`config.mk`:
```
export PLATFORM = sky130hd
export DESIGN_NAME = dma_cycle_steal_scheduler_top
export DESIGN_NICKNAME = d
export VERILOG_FILES = /design/src/rtl/core/dcss_pkg.sv /design/src/rtl/core/dma_cycle_steal_scheduler_top.sv /design/src/rtl/core/dcss_fetch_dec.sv
export SDC_FILE = /design/constraint.sdc
export NUM_CORES = 1
export LEC_CHECK = 0
export ABC_AREA = 1
export BUFFER_PORTS_ARGS = -buffer_cell sky130_fd_sc_hd__buf_2
export CORE_AREA = 2 2 84 86
export CTS_BUF_LIST = sky130_fd_sc_hd__clkbuf_4
export CTS_CLUSTER_SIZE = 8
export DETAILED_ROUTE_END_ITERATION = 12
export DIE_AREA = 0 0 86 88
export PLACE_DENSITY = 0.71
export REMOVE_ABC_BUFFERS = 1
export SLEW_MARGIN = 0
export SYNTH_ARGS = -nofsm -noshare
export SYNTH_HDL_FRONTEND = slang
export SYNTH_HIERARCHICAL = 1
export SYNTH_SLANG_ARGS = --single-unit
```
`constraint.sdc`:
```
create_clock -name clk -period 5.15 [get_ports clk]
set_input_delay 0.7725 -clock clk [delete_from_list [all_inputs] [get_ports clk]]
set_output_delay 0.7725 -clock clk [all_outputs]
set_load 0.01 [all_outputs]
```
`src/rtl/core/dcss_pkg.sv`:
```
`default_nettype none

package dcss_pkg;

  // line geometry
  localparam int DEFAULT_LINE_SLOTS = 122;

  localparam logic [5:0] WIDE_INDEX_START = 6'd13;
  localparam logic [6:0] FETCH_LAST_SLOT  = 7'd108;
  localparam logic [6:0] REFRESH_FIRST    = 7'd28;
  localparam logic [6:0] REFRESH_LAST     = 7'd60;
  localparam logic [6:0] FREE_FROM        = 7'd114;
  localparam logic [6:0] CPU_COUNT_MAX    = 7'd127;

  // fetch window length is twice the per-width base count
  localparam logic [6:0] SPAN_WIDE     = 7'd96;
  localparam logic [6:0] SPAN_STANDARD = 7'd80;
  localparam logic [6:0] SPAN_NARROW   = 7'd64;

  localparam int CFG_INDEX_W = 3;
  localparam int CFG_DATA_W  = 3;

  typedef enum logic [2:0] {
    KIND_FREE    = 3'd0,
    KIND_INDEX   = 3'd1,
    KIND_FONT    = 3'd2,
    KIND_BITMAP  = 3'd3,
    KIND_REFRESH = 3'd4
  } slot_kind_t;

  typedef enum logic [1:0] {
    WIDTH_ZERO     = 2'd0,
    WIDTH_NARROW   = 2'd1,
    WIDTH_STANDARD = 2'd2,
    WIDTH_WIDE     = 2'd3
  } pf_width_t;

  typedef enum logic [CFG_INDEX_W-1:0] {
    REG_PLAYFIELD_WIDTH = 3'd0,
    REG_DENSITY_MODE    = 3'd1,
    REG_FINE_SCROLL     = 3'd2,
    REG_INDEX_ENABLE    = 3'd3,
    REG_FONT_ENABLE     = 3'd4,
    REG_BITMAP_ENABLE   = 3'd5
  } cfg_reg_t;

  typedef struct packed {
    logic [1:0] playfield_width;
    logic [1:0] density_mode;
    logic [2:0] fine_scroll;
    logic       index_enable;
    logic       font_enable;
    logic       bitmap_enable;
  } dcss_cfg_t;

  typedef struct packed {
    slot_kind_t fetch_kind;
    logic       refresh_req;
  } dcss_dec_t;

endpackage

`default_nettype wire

```
`src/rtl/core/dma_cycle_steal_scheduler_top.sv`:
```
`default_nettype none

// Video DMA cycle-steal scheduler. Each input item is one bus cycle slot of a
// scanline (line_start high forces slot 0 of a new line); each result item says
// which slot it was, whether the video DMA takes it (index, font or bitmap fetch,
// or memory refresh) or leaves it free, whether the CPU gets it, and how many CPU
// slots came earlier in the line. Rate is one item per clock unless out_ready
// stalls the result. The slot decode runs in a single combinational pass from the
// line state registers into the result register, and the next item is taken in
// the same cycle that the previous result leaves. Configuration must be written
// through cfg_write/cfg_index/cfg_data while the block is idle; the block does not
// enforce this. Unknown indexes are ignored. The line wraps after LINE_SLOTS slots.

module dma_cycle_steal_scheduler_top import dcss_pkg::*; #(
  parameter int LINE_SLOTS = DEFAULT_LINE_SLOTS
) (
  input  wire logic                   clk,
  input  wire logic                   rst,

  input  wire logic                   cfg_write,
  input  wire logic [CFG_INDEX_W-1:0] cfg_index,
  input  wire logic [CFG_DATA_W-1:0]  cfg_data,

  input  wire logic                   in_valid,
  output logic                        in_ready,
  input  wire logic                   line_start,

  output logic                        out_valid,
  input  wire logic                   out_ready,
  output logic [6:0]                  slot_position,
  output logic [2:0]                  slot_kind,
  output logic                        cpu_gets_slot,
  output logic [6:0]                  cpu_cycles_before
);

  // line length as an 8-bit value so that 128 still compares correctly
  localparam logic [7:0] LINE_SLOTS_W = 8'(LINE_SLOTS);

  dcss_cfg_t  cfg;

  // line state
  logic [6:0] slot_counter;
  logic [6:0] slot_counter_next;
  logic [6:0] cpu_counter;
  logic [6:0] cpu_counter_next;
  logic       refresh_pending;
  logic       refresh_pending_next;

  logic       in_accept;
  logic       wrap;
  logic [6:0] slot;
  logic [6:0] cpu_base;
  logic       pend_merged;
  logic [7:0] slot_inc;
  slot_kind_t kind;
  logic       gets;
  dcss_dec_t  dec;

  // configuration registers
  always_ff @(posedge clk) begin
    if (rst) begin
      cfg.playfield_width <= WIDTH_STANDARD;
      cfg.density_mode    <= 2'd0;
      cfg.fine_scroll     <= 3'd0;
      cfg.index_enable    <= 1'b0;
      cfg.font_enable     <= 1'b0;
      cfg.bitmap_enable   <= 1'b0;
    end else if (cfg_write) begin
      unique case (cfg_index)
        REG_PLAYFIELD_WIDTH: cfg.playfield_width <= cfg_data[1:0];
        REG_DENSITY_MODE:    cfg.density_mode    <= cfg_data[1:0];
        REG_FINE_SCROLL:     cfg.fine_scroll     <= cfg_data[2:0];
        REG_INDEX_ENABLE:    cfg.index_enable    <= cfg_data[0];
        REG_FONT_ENABLE:     cfg.font_enable     <= cfg_data[0];
        REG_BITMAP_ENABLE:   cfg.bitmap_enable   <= cfg_data[0];
        default: ;
      endcase
    end
  end

  // result register frees up when its item is taken, so ready follows out_ready
  assign in_ready  = !out_valid || out_ready;
  assign in_accept = in_valid && in_ready;

  // new line on request or after the last slot
  assign wrap     = line_start || ({1'b0, slot_counter} >= LINE_SLOTS_W);
  assign slot     = wrap ? 7'd0 : slot_counter;
  assign cpu_base = wrap ? 7'd0 : cpu_counter;

  dcss_fetch_dec u_dec (
    .slot (slot),
    .cfg  (cfg),
    .dec  (dec)
  );

  // a new refresh request merges into one still waiting
  assign pend_merged = (!wrap && refresh_pending) || dec.refresh_req;

  always_comb begin
    kind                 = KIND_FREE;
    refresh_pending_next = 1'b0;
    if (slot < FREE_FROM) begin
      if (dec.fetch_kind != KIND_FREE) begin
        kind                 = dec.fetch_kind;
        refresh_pending_next = pend_merged;
      end else if (pend_merged) begin
        kind                 = KIND_REFRESH;
        refresh_pending_next = 1'b0;
      end
    end
  end

  assign gets = (kind == KIND_FREE);

  // cpu count saturates
  assign cpu_counter_next = (gets && cpu_base != CPU_COUNT_MAX) ? cpu_base + 7'd1 : cpu_base;

  // park at the line length so the next item wraps
  assign slot_inc          = {1'b0, slot} + 8'd1;
  assign slot_counter_next = (slot_inc >= LINE_SLOTS_W) ? LINE_SLOTS_W[6:0] : slot_inc[6:0];

  always_ff @(posedge clk) begin
    if (rst) begin
      slot_counter    <= 7'd0;
      cpu_counter     <= 7'd0;
      refresh_pending <= 1'b0;
    end else if (in_accept) begin
      slot_counter    <= slot_counter_next;
      cpu_counter     <= cpu_counter_next;
      refresh_pending <= refresh_pending_next;
    end
  end

  // result register
  always_ff @(posedge clk) begin
    if (rst) begin
      out_valid <= 1'b0;
    end else if (in_accept) begin
      out_valid <= 1'b1;
    end else if (out_ready) begin
      out_valid <= 1'b0;
    end
  end

  always_ff @(posedge clk) begin
    if (in_accept) begin
      slot_position     <= slot;
      slot_kind         <= kind;
      cpu_gets_slot     <= gets;
      cpu_cycles_before <= cpu_base;
    end
  end

  // cpu grant matches a free slot
  a_gets_free: assert property (@(posedge clk) disable iff (rst)
    out_valid |-> (cpu_gets_slot == (slot_kind == KIND_FREE)))
    else $error("cpu grant disagrees with slot kind");

  // slot counter never runs past the line length
  a_slot_bound: assert property (@(posedge clk) disable iff (rst)
    ({1'b0, slot_counter} <= LINE_SLOTS_W) || (LINE_SLOTS_W == 8'd128))
    else $error("slot counter beyond line length");

  // a line start item reports slot 0 with no earlier cpu slots
  a_line_start: assert property (@(posedge clk) disable iff (rst)
    (in_accept && line_start) |=>
      (out_valid && slot_position == 7'd0 && cpu_cycles_before == 7'd0))
    else $error("line start not reported as slot 0");

  // fetches never land after the last fetch slot
  a_fetch_window: assert property (@(posedge clk) disable iff (rst)
    (out_valid && slot_position > FETCH_LAST_SLOT) |->
      (slot_kind == KIND_FREE || slot_kind == KIND_REFRESH))
    else $error("fetch after the fetch window");

  // the end of the line drops a waiting refresh and is always free
  a_line_end: assert property (@(posedge clk) disable iff (rst)
    (in_accept && slot >= FREE_FROM) |=>
      (!refresh_pending && slot_kind == KIND_FREE))
    else $error("end of line slot not free");

endmodule

`default_nettype wire

```
`src/rtl/core/dcss_fetch_dec.sv`:
```
`default_nettype none

module dcss_fetch_dec import dcss_pkg::*; (
  input  wire logic [6:0] slot,
  input  wire dcss_cfg_t  cfg,
  output dcss_dec_t       dec
);

  logic [5:0] idx_start;
  logic [6:0] span;
  logic [3:0] phase_mask;
  logic       hit_index;
  logic       hit_font;
  logic       hit_bitmap;
  logic [6:0] refresh_ofs;

  // slot lands on a fetch of a stream starting at start
  function automatic logic fetch_hit(input logic [6:0] s, input logic [5:0] start,
                                     input logic [3:0] mask, input logic [6:0] lim);
    logic [6:0] d;
    d = s - {1'b0, start};
    return (s >= {1'b0, start}) && ((d[3:0] & mask) == 4'd0) && (d < lim);
  endfunction

  always_comb begin
    unique case (pf_width_t'(cfg.playfield_width))
      WIDTH_NARROW: begin
        idx_start = WIDE_INDEX_START + 6'd16 + {3'd0, cfg.fine_scroll};
        span      = SPAN_NARROW;
      end
      WIDTH_STANDARD: begin
        idx_start = WIDE_INDEX_START + 6'd8 + {3'd0, cfg.fine_scroll};
        span      = SPAN_STANDARD;
      end
      default: begin
        idx_start = WIDE_INDEX_START + {3'd0, cfg.fine_scroll};
        span      = SPAN_WIDE;
      end
    endcase
  end

  // interval is 2 << mode, so the phase test is a mask of the low bits
  assign phase_mask = 4'((5'd2 << cfg.density_mode) - 5'd1);

  assign hit_index  = cfg.index_enable  && fetch_hit(slot, idx_start, phase_mask, span);
  assign hit_font   = cfg.font_enable   && fetch_hit(slot, idx_start + 6'd3, phase_mask, span);
  assign hit_bitmap = cfg.bitmap_enable && fetch_hit(slot, idx_start + 6'd2, phase_mask, span);

  assign refresh_ofs = slot - REFRESH_FIRST;

  always_comb begin
    dec.fetch_kind  = KIND_FREE;
    dec.refresh_req = 1'b0;
    if (slot <= FETCH_LAST_SLOT) begin
      priority if (hit_bitmap) begin
        dec.fetch_kind = KIND_BITMAP;
      end else if (hit_font) begin
        dec.fetch_kind = KIND_FONT;
      end else if (hit_index) begin
        dec.fetch_kind = KIND_INDEX;
      end else begin
        dec.fetch_kind = KIND_FREE;
      end
      dec.refresh_req = (slot >= REFRESH_FIRST) && (slot <= REFRESH_LAST) &&
                        (refresh_ofs[1:0] == 2'd0);
    end
  end

endmodule

`default_nettype wire

```
# ---- Word-level counts from Yosys, hierarchy flattened
# Cells that the tools add are included.
dict set report op_classes {
  n_eq_ne 8
  muxes 17
  bitwise_logic 3
  reduce_logical 33
  order_cmp 12
  addsub 12
  shift 1
}
# op n
set op_table {}
lappend op_table {{$mux W7} 4}
lappend op_table {{$pmux W6 S2} 2}
lappend op_table {{$ge A7 B6 Y1} 3}
lappend op_table {{$lt A7 B7 Y1} 3}
lappend op_table {{$sub A7 B6 Y7} 3}
lappend op_table {{$mux W3} 5}
lappend op_table {{$logic_and A1 B1 Y1} 14}
lappend op_table {{$add A5 B3 Y6 const A} 2}
lappend op_table {{$add A6 B2 Y6 const B} 2}
lappend op_table {{$and A4 B4 Y4} 3}
lappend op_table {{$logic_not A4 Y1} 3}
lappend op_table {{$reduce_and A2 Y1} 6}
lappend op_table {{$add A7 B1 Y8 const B} 1}
lappend op_table {{$ge A8 B7 Y1 const B} 1}
lappend op_table {{$add A7 B1 Y7 const B} 1}
lappend op_table {{$ge A7 B5 Y1 const B} 1}
lappend op_table {{$ge A7 B7 Y1 const B} 1}
lappend op_table {{$le A7 B6 Y1 const B} 1}
lappend op_table {{$le A7 B7 Y1 const B} 1}
lappend op_table {{$lt A7 B7 Y1 const B} 1}
lappend op_table {{$ne A7 B7 Y1 const B} 1}
lappend op_table {{$eq A3 B2 Y1 const B} 2}
lappend op_table {{$eq A3 B3 Y1 const B} 2}
lappend op_table {{$logic_not A3 Y1} 2}
lappend op_table {{14 further kinds} 21}
dict set report word_totals {
  regBits 44
  output_inout_bits 20
  input_bits 12
}

# ---- Logic depth before layout (Yosys ltp)
# Gate-level depths: netlist of the first run.
dict set report logic_depth {
  depth_word 20
  depth_mapped 29
  mapped_depth_nobuf 29
}

# ---- Modules after synthesis
# Netlist of the first run, hierarchy kept.
# mod cells_each n_inst area_per_inst_um2
set by_module_without_submodules {}
lappend by_module_without_submodules {dma_cycle_steal_scheduler_top 258 1 2113.3}
lappend by_module_without_submodules {dcss_fetch_dec 252 1 1438.9}

# ---- Worst setup path after synthesis of the first run
# OpenSTA, ideal clock, no wires.
dict set report synth_timing {
  path_kind {input port to flip-flop}
  startpoint {in line_start}
  endpoint {reg cpu_counter[1]}
  slack_ps 1105
  required_ps 5018
  t_arrival_ps 3912
  stages 25
  path_cell_list {inv_2 -> nand2_8 -> buf_2 -> nor2_1 -> ha_1 -> inv_1 -> nand3_1 -> nand2_1 -> nand2_1 -> a31oi_1 -> xor2_1 -> inv_1 -> ha_1 -> nand2_1 -> nand2_1 -> nand2_1 -> nand2_1 -> a21oi_1 -> nor3_1 -> nand3_2 -> nand3_4 -> nand2_4 -> or2_1 -> nand3_1 -> a21oi_1}
}
# item line
set synth_lines {}
lappend synth_lines {{start: declaration} dma_cycle_steal_scheduler_top.sv:26} ;# input wire logic line_start,
lappend synth_lines {{end signal: assignment} dma_cycle_steal_scheduler_top.sv:129} ;# cpu_counter <= cpu_counter_next;
lappend synth_lines {{end: declaration} dma_cycle_steal_scheduler_top.sv:44} ;# logic [6:0] cpu_counter;

==> metrics, run 1 <==
status=complete, no violations; maximum root-to-sink buffer count=2; setup tns final=0 ns; Remaining DRCs=0; Vias=3284; Cell Pwr Density=224.2 mW/mm^2; Placed Instances=618; Worst Setup Start Kind=register; WS Path Type=register to register; CTS Hold Bufs=0; Avg WL per Cell=12.59 um; ys async rst share=0%; width of the die=86 um; Port Buffers=31; vias in the first global route=2987; synth unique cells=44; global-route wire length before repair=13460 um; final period utilization=87.34%; share of layout cells above drive strength 1=13.55%; CP max FO=6; initial antenna violation count=0; Most used DFF post-synth=dfxtp_1; clk_lat worst skew=0.35 ns; Worst-path clk slew=0.14 ns; Mean Syn Cell Area=6.965 um^2; unrepaired setup endpoints after global routing=false; Detail Route Antenna Nets=0; Hold WC Path Type=register to register; Post-Syn Instances=510; Final setup viols=0; clk_skew=0.01066 ns; Starting Density=53.47%; Synth top area share=15.22%; synthesized area=0.003552 mm^2; clock sink total=44; Total Routing Usage GR=22.07%; Crit. End Element=register; worst-margin pin slew=0.8933 ns; post-CTS sizing=0; ant diodes=0; RD Place Congestion=0.9003; WP data required=5.40 ns; Max Cap Viol=0; Seq cells post-synth=44; I/O pin total=32; number of setup buffers added after CTS=0; die area=0.007568 mm^2; most area-hungry cell type in the Yosys netlist=edfxtp_1; vias per cell=5.246; Critical Path AT=4.75 ns; crit path time final=4.498 ns; VDD IR max=0.1470 mV; pin count of the biggest net entering global routing=28; endpoints failing hold=0; Synth warnings=6; Layout Cells excl Fill=626; H-Tree Depth=2; Post-synth EDFFs=18; synthesis-to-layout area growth=9.088%; drt first pass iters=4; drt total wl=7879 um; Site Rows=30; Core Region=0.006644 mm^2; Seq/Total Area, Yosys=29.87%; design area=0.003875 mm^2; worst relative slew slack=40.08%; Slew Viols, Final=0; Die H=88 um; WHS=0.4706 ns; Overflow after GRT=0; CTS buffer count=5; DP HPWL=6053 um; placed cell areas=0.003795 mm^2; CTS tree=done; Max Fclk=222.3 MHz; clk root buf=clkbuf_4; leakage power=0.001923 uW; ranking of synthesized cells by area=edfxtp_1 (15%), dfxtp_1 (15%), nand2_1 (11%); Layout Nets=589; initial drt markers=210
## through the flow
step	worst slack (ns)	total power, uW	utilization, %
floorplan	1.156	588.4	-
global placement	0.9032	644.2	57.12
detailed placement	0.6974	650.4	57.12
CTS	0.6891	871.6	58.32
global route	0.2442	926.2	58.32
finish	0.6522	868.7	58.32
## cell families after synthesis
group	share of synthesized area (%)
AND/OR/NAND/NOR	34.24
buffers and inverters	10.57
AO/OA/AOI/OAI	9.863
flip-flops	29.87
adder cells (fa/ha/maj)	11.91
XOR/XNOR	3.452
other	0.1056
## worst max-delay path, stage by stage, from the launching register on
cell and delay [ns]:
dfxtp_1 0.44, ha_1 0.22, inv_1 0.06, ha_1 0.29, a31oi_1 0.35, ha_1 0.31, inv_1 0.05, ha_1 0.28
a21oi_1 0.23, nand2_1 0.13, a21oi_1 0.15, o21ai_1 0.08, xor2_1 0.14, inv_1 0.06, ha_1 0.26, nand2_1 0.05
nand2_1 0.05, nand2_1 0.04, nand2_1 0.07, a21oi_1 0.08, nor3_1 0.35, nand3_2 0.16, nand3_4 0.11, nand2_4 0.08
or2_1 0.21, nand3_1 0.06, a21oi_1 0.09
## sequential cells by signal, summed over array words and instances, names as in the netlist
register           cells
refresh_pending        1
slot_kind              3
cpu_gets_slot          1
slot_counter           7
cpu_cycles_before      7
cpu_counter            7
slot_position          7
out_valid              1
cfg                   10
## metal layers
layer	track usage [%]	part of all wire, %	up-vias
met4	5.339	1.1	0
met3	2.922	4.6	8
li1	-	-	1712
met1	30.92	50	1482
met2	36.22	45	82
met5	0	0	-
## synthesized netlist by cell type (all sizes together), types with 2 or more instances
| cell | n |
|---|---|
| ha | 29 |
| nand2 | 108 |
| xor2 | 12 |
| nor4 | 2 |
| nand3 | 46 |
| edfxtp | 18 |
| o21ai | 24 |
| a21oi | 32 |
| a31oi | 5 |
| nor2 | 76 |
| clkbuf | 3 |
| fa | 3 |
| inv | 89 |
| buf | 3 |
| nand4 | 9 |
| or2 | 5 |
| xnor2 | 2 |
| dfxtp | 26 |
| nor3 | 10 |
## placed cells by master (no fill, tap or decap), types with 2 or more instances in the layout
cell type | synthesis | layout
xor2_1 | 12 | 12
xnor2_1 | 2 | 2
a31oi_1 | 5 | 5
buf_4 | 1 | 3
or2_2 | 3 | 3
nor2_2 | 5 | 5
or2_1 | 2 | 2
nor3_2 | 4 | 4
edfxtp_1 | 18 | 18
nor2_1 | 68 | 68
clkinv_1 | 1 | 2
nor4_1 | 2 | 2
nor3_1 | 6 | 6
fa_1 | 3 | 3
ha_1 | 29 | 29
inv_1 | 85 | 85
nor2_4 | 2 | 2
dfxtp_1 | 26 | 26
nand3_1 | 44 | 44
inv_2 | 3 | 3
nand4_1 | 9 | 9
a21oi_1 | 31 | 31
clkbuf_4 | 0 | 5
nand2_4 | 3 | 3
nand2_2 | 4 | 4
o21ai_1 | 6 | 6
o21ai_0 | 17 | 17
buf_2 | 1 | 31
nand2_1 | 100 | 100
## cell type report
type	instances	area, um^2
Tap cell	80	100.1
Inverter	90	340.3
Multi-Input combinational cell	370	2116
Fill cell	621	2769
Timing Repair Buffer	34	177.7
Clock buffer	5	37.54
Clock inverter	3	42.54
Sequential cell	44	1061
## power by group
part	leakage (uW)	total [uW]	switching (uW)	internal, uW
logic	0.00149	257	164	93.1
registers	0.000394	389	9.27	380
clock network	0.0000428	222	121	102
## path summary, 6_finish.rpt
check,startpoint,endpoint,slack [ns],cells past startpoint
hold reg to reg,cfg[2],cfg[2],0.47,2
hold / removal,cfg[2],cfg[2],0.47,2
setup / recovery,cfg[3],cpu_counter[1],0.65,26
setup reg to reg,cfg[3],cpu_counter[1],0.65,26
Power figures use the tool's default switching activity.
==> run 2: changes to the inputs <==
--- a/config.mk
+++ b/config.mk
@@ -5,14 +5,14 @@
 export SDC_FILE = /design/constraint.sdc
 export NUM_CORES = 1
 export LEC_CHECK = 0
-export ABC_AREA = 1
+export ABC_AREA = 0
 export BUFFER_PORTS_ARGS = -buffer_cell sky130_fd_sc_hd__buf_2
-export CORE_AREA = 2 2 84 86
+export CORE_AREA = 2 2 82 84
 export CTS_BUF_LIST = sky130_fd_sc_hd__clkbuf_4
 export CTS_CLUSTER_SIZE = 8
 export DETAILED_ROUTE_END_ITERATION = 12
-export DIE_AREA = 0 0 86 88
-export PLACE_DENSITY = 0.71
+export DIE_AREA = 0 0 84 86
+export PLACE_DENSITY = 0.72
 export REMOVE_ABC_BUFFERS = 1
 export SLEW_MARGIN = 0
 export SYNTH_ARGS = -nofsm -noshare
==> constraint.sdc (replaced) <==
create_clock -name clk -period 5 [get_ports clk]
set_input_delay 0.75 -clock clk [delete_from_list [all_inputs] [get_ports clk]]
set_output_delay 0.75 -clock clk [all_outputs]
set_load 0.01 [all_outputs]
==> metrics, run 2 <==
Port Buffers=31; Cell Pwr Density=198.6 mW/mm^2; Layout Nets=465; worst relative slew slack=43.64%; Core Region=0.006277 mm^2; Post-Syn Instances=384; Max Cap Viol=0; WS Path Type=register to register; Placed Instances=489; CP peak stage delay=0.50 ns; leakage power=0.001494 uW; share of layout cells above drive strength 1=17.30%; Mean Syn Cell Area=8.872 um^2; largest register by flop count=cfg; final setup margin=0.2296 ns; slowest stage cell on the critical path=or4_1; Synth top area share=15.86%; Post-synth EDFFs=18; initial drt markers=278; Crit. End Element=register; top cells by count, synth=nor2_1 (32), ha_1 (29), inv_1 (29), dfxtp_1 (26), a21oi_1 (23); most common cell in the netlist=nor2_1; synthesized area=0.003407 mm^2; highest-count cells in the layout ignoring fill and taps=nor2_1 (31), buf_2 (31), inv_1 (29), ha_1 (27), dfxtp_1 (25); Hold WC Path Type=register to register; synthesis-to-layout area growth=10.54%; WP data required=5.30 ns; drt first pass iters=4; VDD IR max=0.1669 mV; ant diodes=0; Detail Route Antenna Nets=0; CTS buffer count=5; Seq/Total Area, Yosys=31.14%; Final Util=60.00%; Seq cells post-synth=44; vias per cell=6.152; Avg WL per Cell=15.70 um; Total Routing Usage GR=21.63%; cells along the critical path=ha_1, inv_1, ha_1, nor2_4, ha_1, a21oi_2, xnor2_1, ha_1, a21boi_1, o21a_1, nor2_1, xnor2_1, ha_1, nand2b_1, o21ai_0, a31oi_1, o221a_1, a211o_1, a21oi_1, nor4_2, o211a_1, o21ai_2, or4_1, a31oi_1; Critical Path Source=cfg[3]; H-Tree Depth=2; CTS Hold Bufs=0; Worst Setup Start Kind=register; RD Place Congestion=0.8864; status=complete, no violations; pin count of the biggest net entering global routing=30; drt total wl=7833 um; global-route wire length before repair=12740 um; Starting Density=54.28%; endpoints failing hold=0; ranking of synthesized cells by area=edfxtp_1 (16%), dfxtp_1 (15%), ha_1 (11%); clk root buf=clkbuf_4; crit-path most repeated cell=ha_1; Slew Viols, Final=0; initial antenna violation count=0; most area-hungry cell type in the Yosys netlist=edfxtp_1; clock sink total=44; max FFs per register=10; final period utilization=95.41%; worst-margin pin slew=0.8377 ns; Die H=86 um; maximum root-to-sink buffer count=2; synth unique cells=74; Reg2Reg Launch Point=cfg[3]; die area=0.007224 mm^2; Remaining DRCs=0; Worst-path clk slew=0.16 ns; crit path time final=4.770 ns; I/O pin total=32; ys async rst share=0%; unrepaired setup endpoints after global routing=false; Max Fclk=209.6 MHz; Hold Startpoint=cfg[4]; width of the die=84 um; Synth warnings=6; Site Rows=29; clk_lat worst skew=0.37 ns; vias in the first global route=2676; CTS tree=done; total chip power=748.1 uW; Critical Path AT=5.07 ns; Overflow after GRT=0; DP HPWL=5963 um; DP Worst Slack=-0.06648 ns; Final setup viols=0; CP max FO=6; Vias=3070; clk_skew=0.02627 ns; Most used DFF post-synth=dfxtp_1; Layout Cells excl Fill=499
run 2: cell count changes in the layout (fill, tap and decap cells not counted), moves of 8 or more:
cell	change
o21a_1	+8
xor2_1	-10
nor2_1	-37
buf_4	+9
nor2b_1	+8
a21oi_1	-9
nand3_1	-32
nor3_1	+11
mux2i_1	+9
and2_1	+11
nand2_1	-87
inv_1	-56
run 2: layout make-up:
class,instances,area (um^2)
clock buffer,5,37.54
clock inverter,3,22.52
fill,550,2511
inverter,30,112.6
multi-input combinational,297,2190
sequential,44,1062
tap,77,96.34
timing repair buffer,43,245.2
run 2: timing repair:
item	4_1_cts	5_1_grt
endpoints found under the setup margin	1	8
pin swaps	0	8
gates resized for setup	2	10
buffers inserted	0	2
run 2: worst paths after layout:
path / end / slack [ns] / depth (start not counted)
worst max-delay path: cpu_counter[3] / 0.23 / 24
worst min-delay path: cfg[4] / 0.52 / 2
worst max register to register: cpu_counter[3] / 0.23 / 24
worst min register to register: cfg[4] / 0.52 / 2
run 2: worst max-delay path: cells and delay by family (launching register included):
kind / cells / cell delay [ns]
xor gates and xnor gates: 2 / 0.27
AOI/OAI and AO/OA: 11 / 1.58
DFF: 1 / 0.36
adders and majority gates: 5 / 1.20
buffers and inverters: 1 / 0.07
and+or+nand+nor: 5 / 1.26
run 2: layer usage:
metal  track usage (%)  share of wire (%)  vias up
met1             31.02                 48     1432
li1                  -                  -     1500
met4             3.812               0.59        0
met5                 0                  0        -
met2             34.98                 46      132
met3             3.657                6.1        6
run 2: where the power goes:
| part | switching (uW) | internal (uW) |
|---|---|---|
| Clock | 126 | 56.1 |
| Combinational | 99.8 | 74.2 |
| Sequential | 6.85 | 385 |
run 2: per-stage QoR:
stage,hold slack [ns],area (um^2),TNS [ns]
2_1_floorplan,0.4528,3314,0
3_3_place_gp,0.4842,3641,0
3_5_place_dp,0.5029,3641,-0.06648
5_1_grt,0.5412,3766,0
6_report,0.5180,3766,0
4_1_cts,0.5208,3706,0
run 2: cells by family (layout without fill, tap and decap cells):
kind of cell	count (synthesis)	after routing	synth area share [%]
other cells	1	1	0.1101
fa+ha+maj	32	32	12.41
xor+xnor	12	12	3.085
flops	44	44	31.14
simple gates	139	139	23.28
buf+inv	43	81	6.023
mux	9	9	2.644
compound gates	104	104	21.30
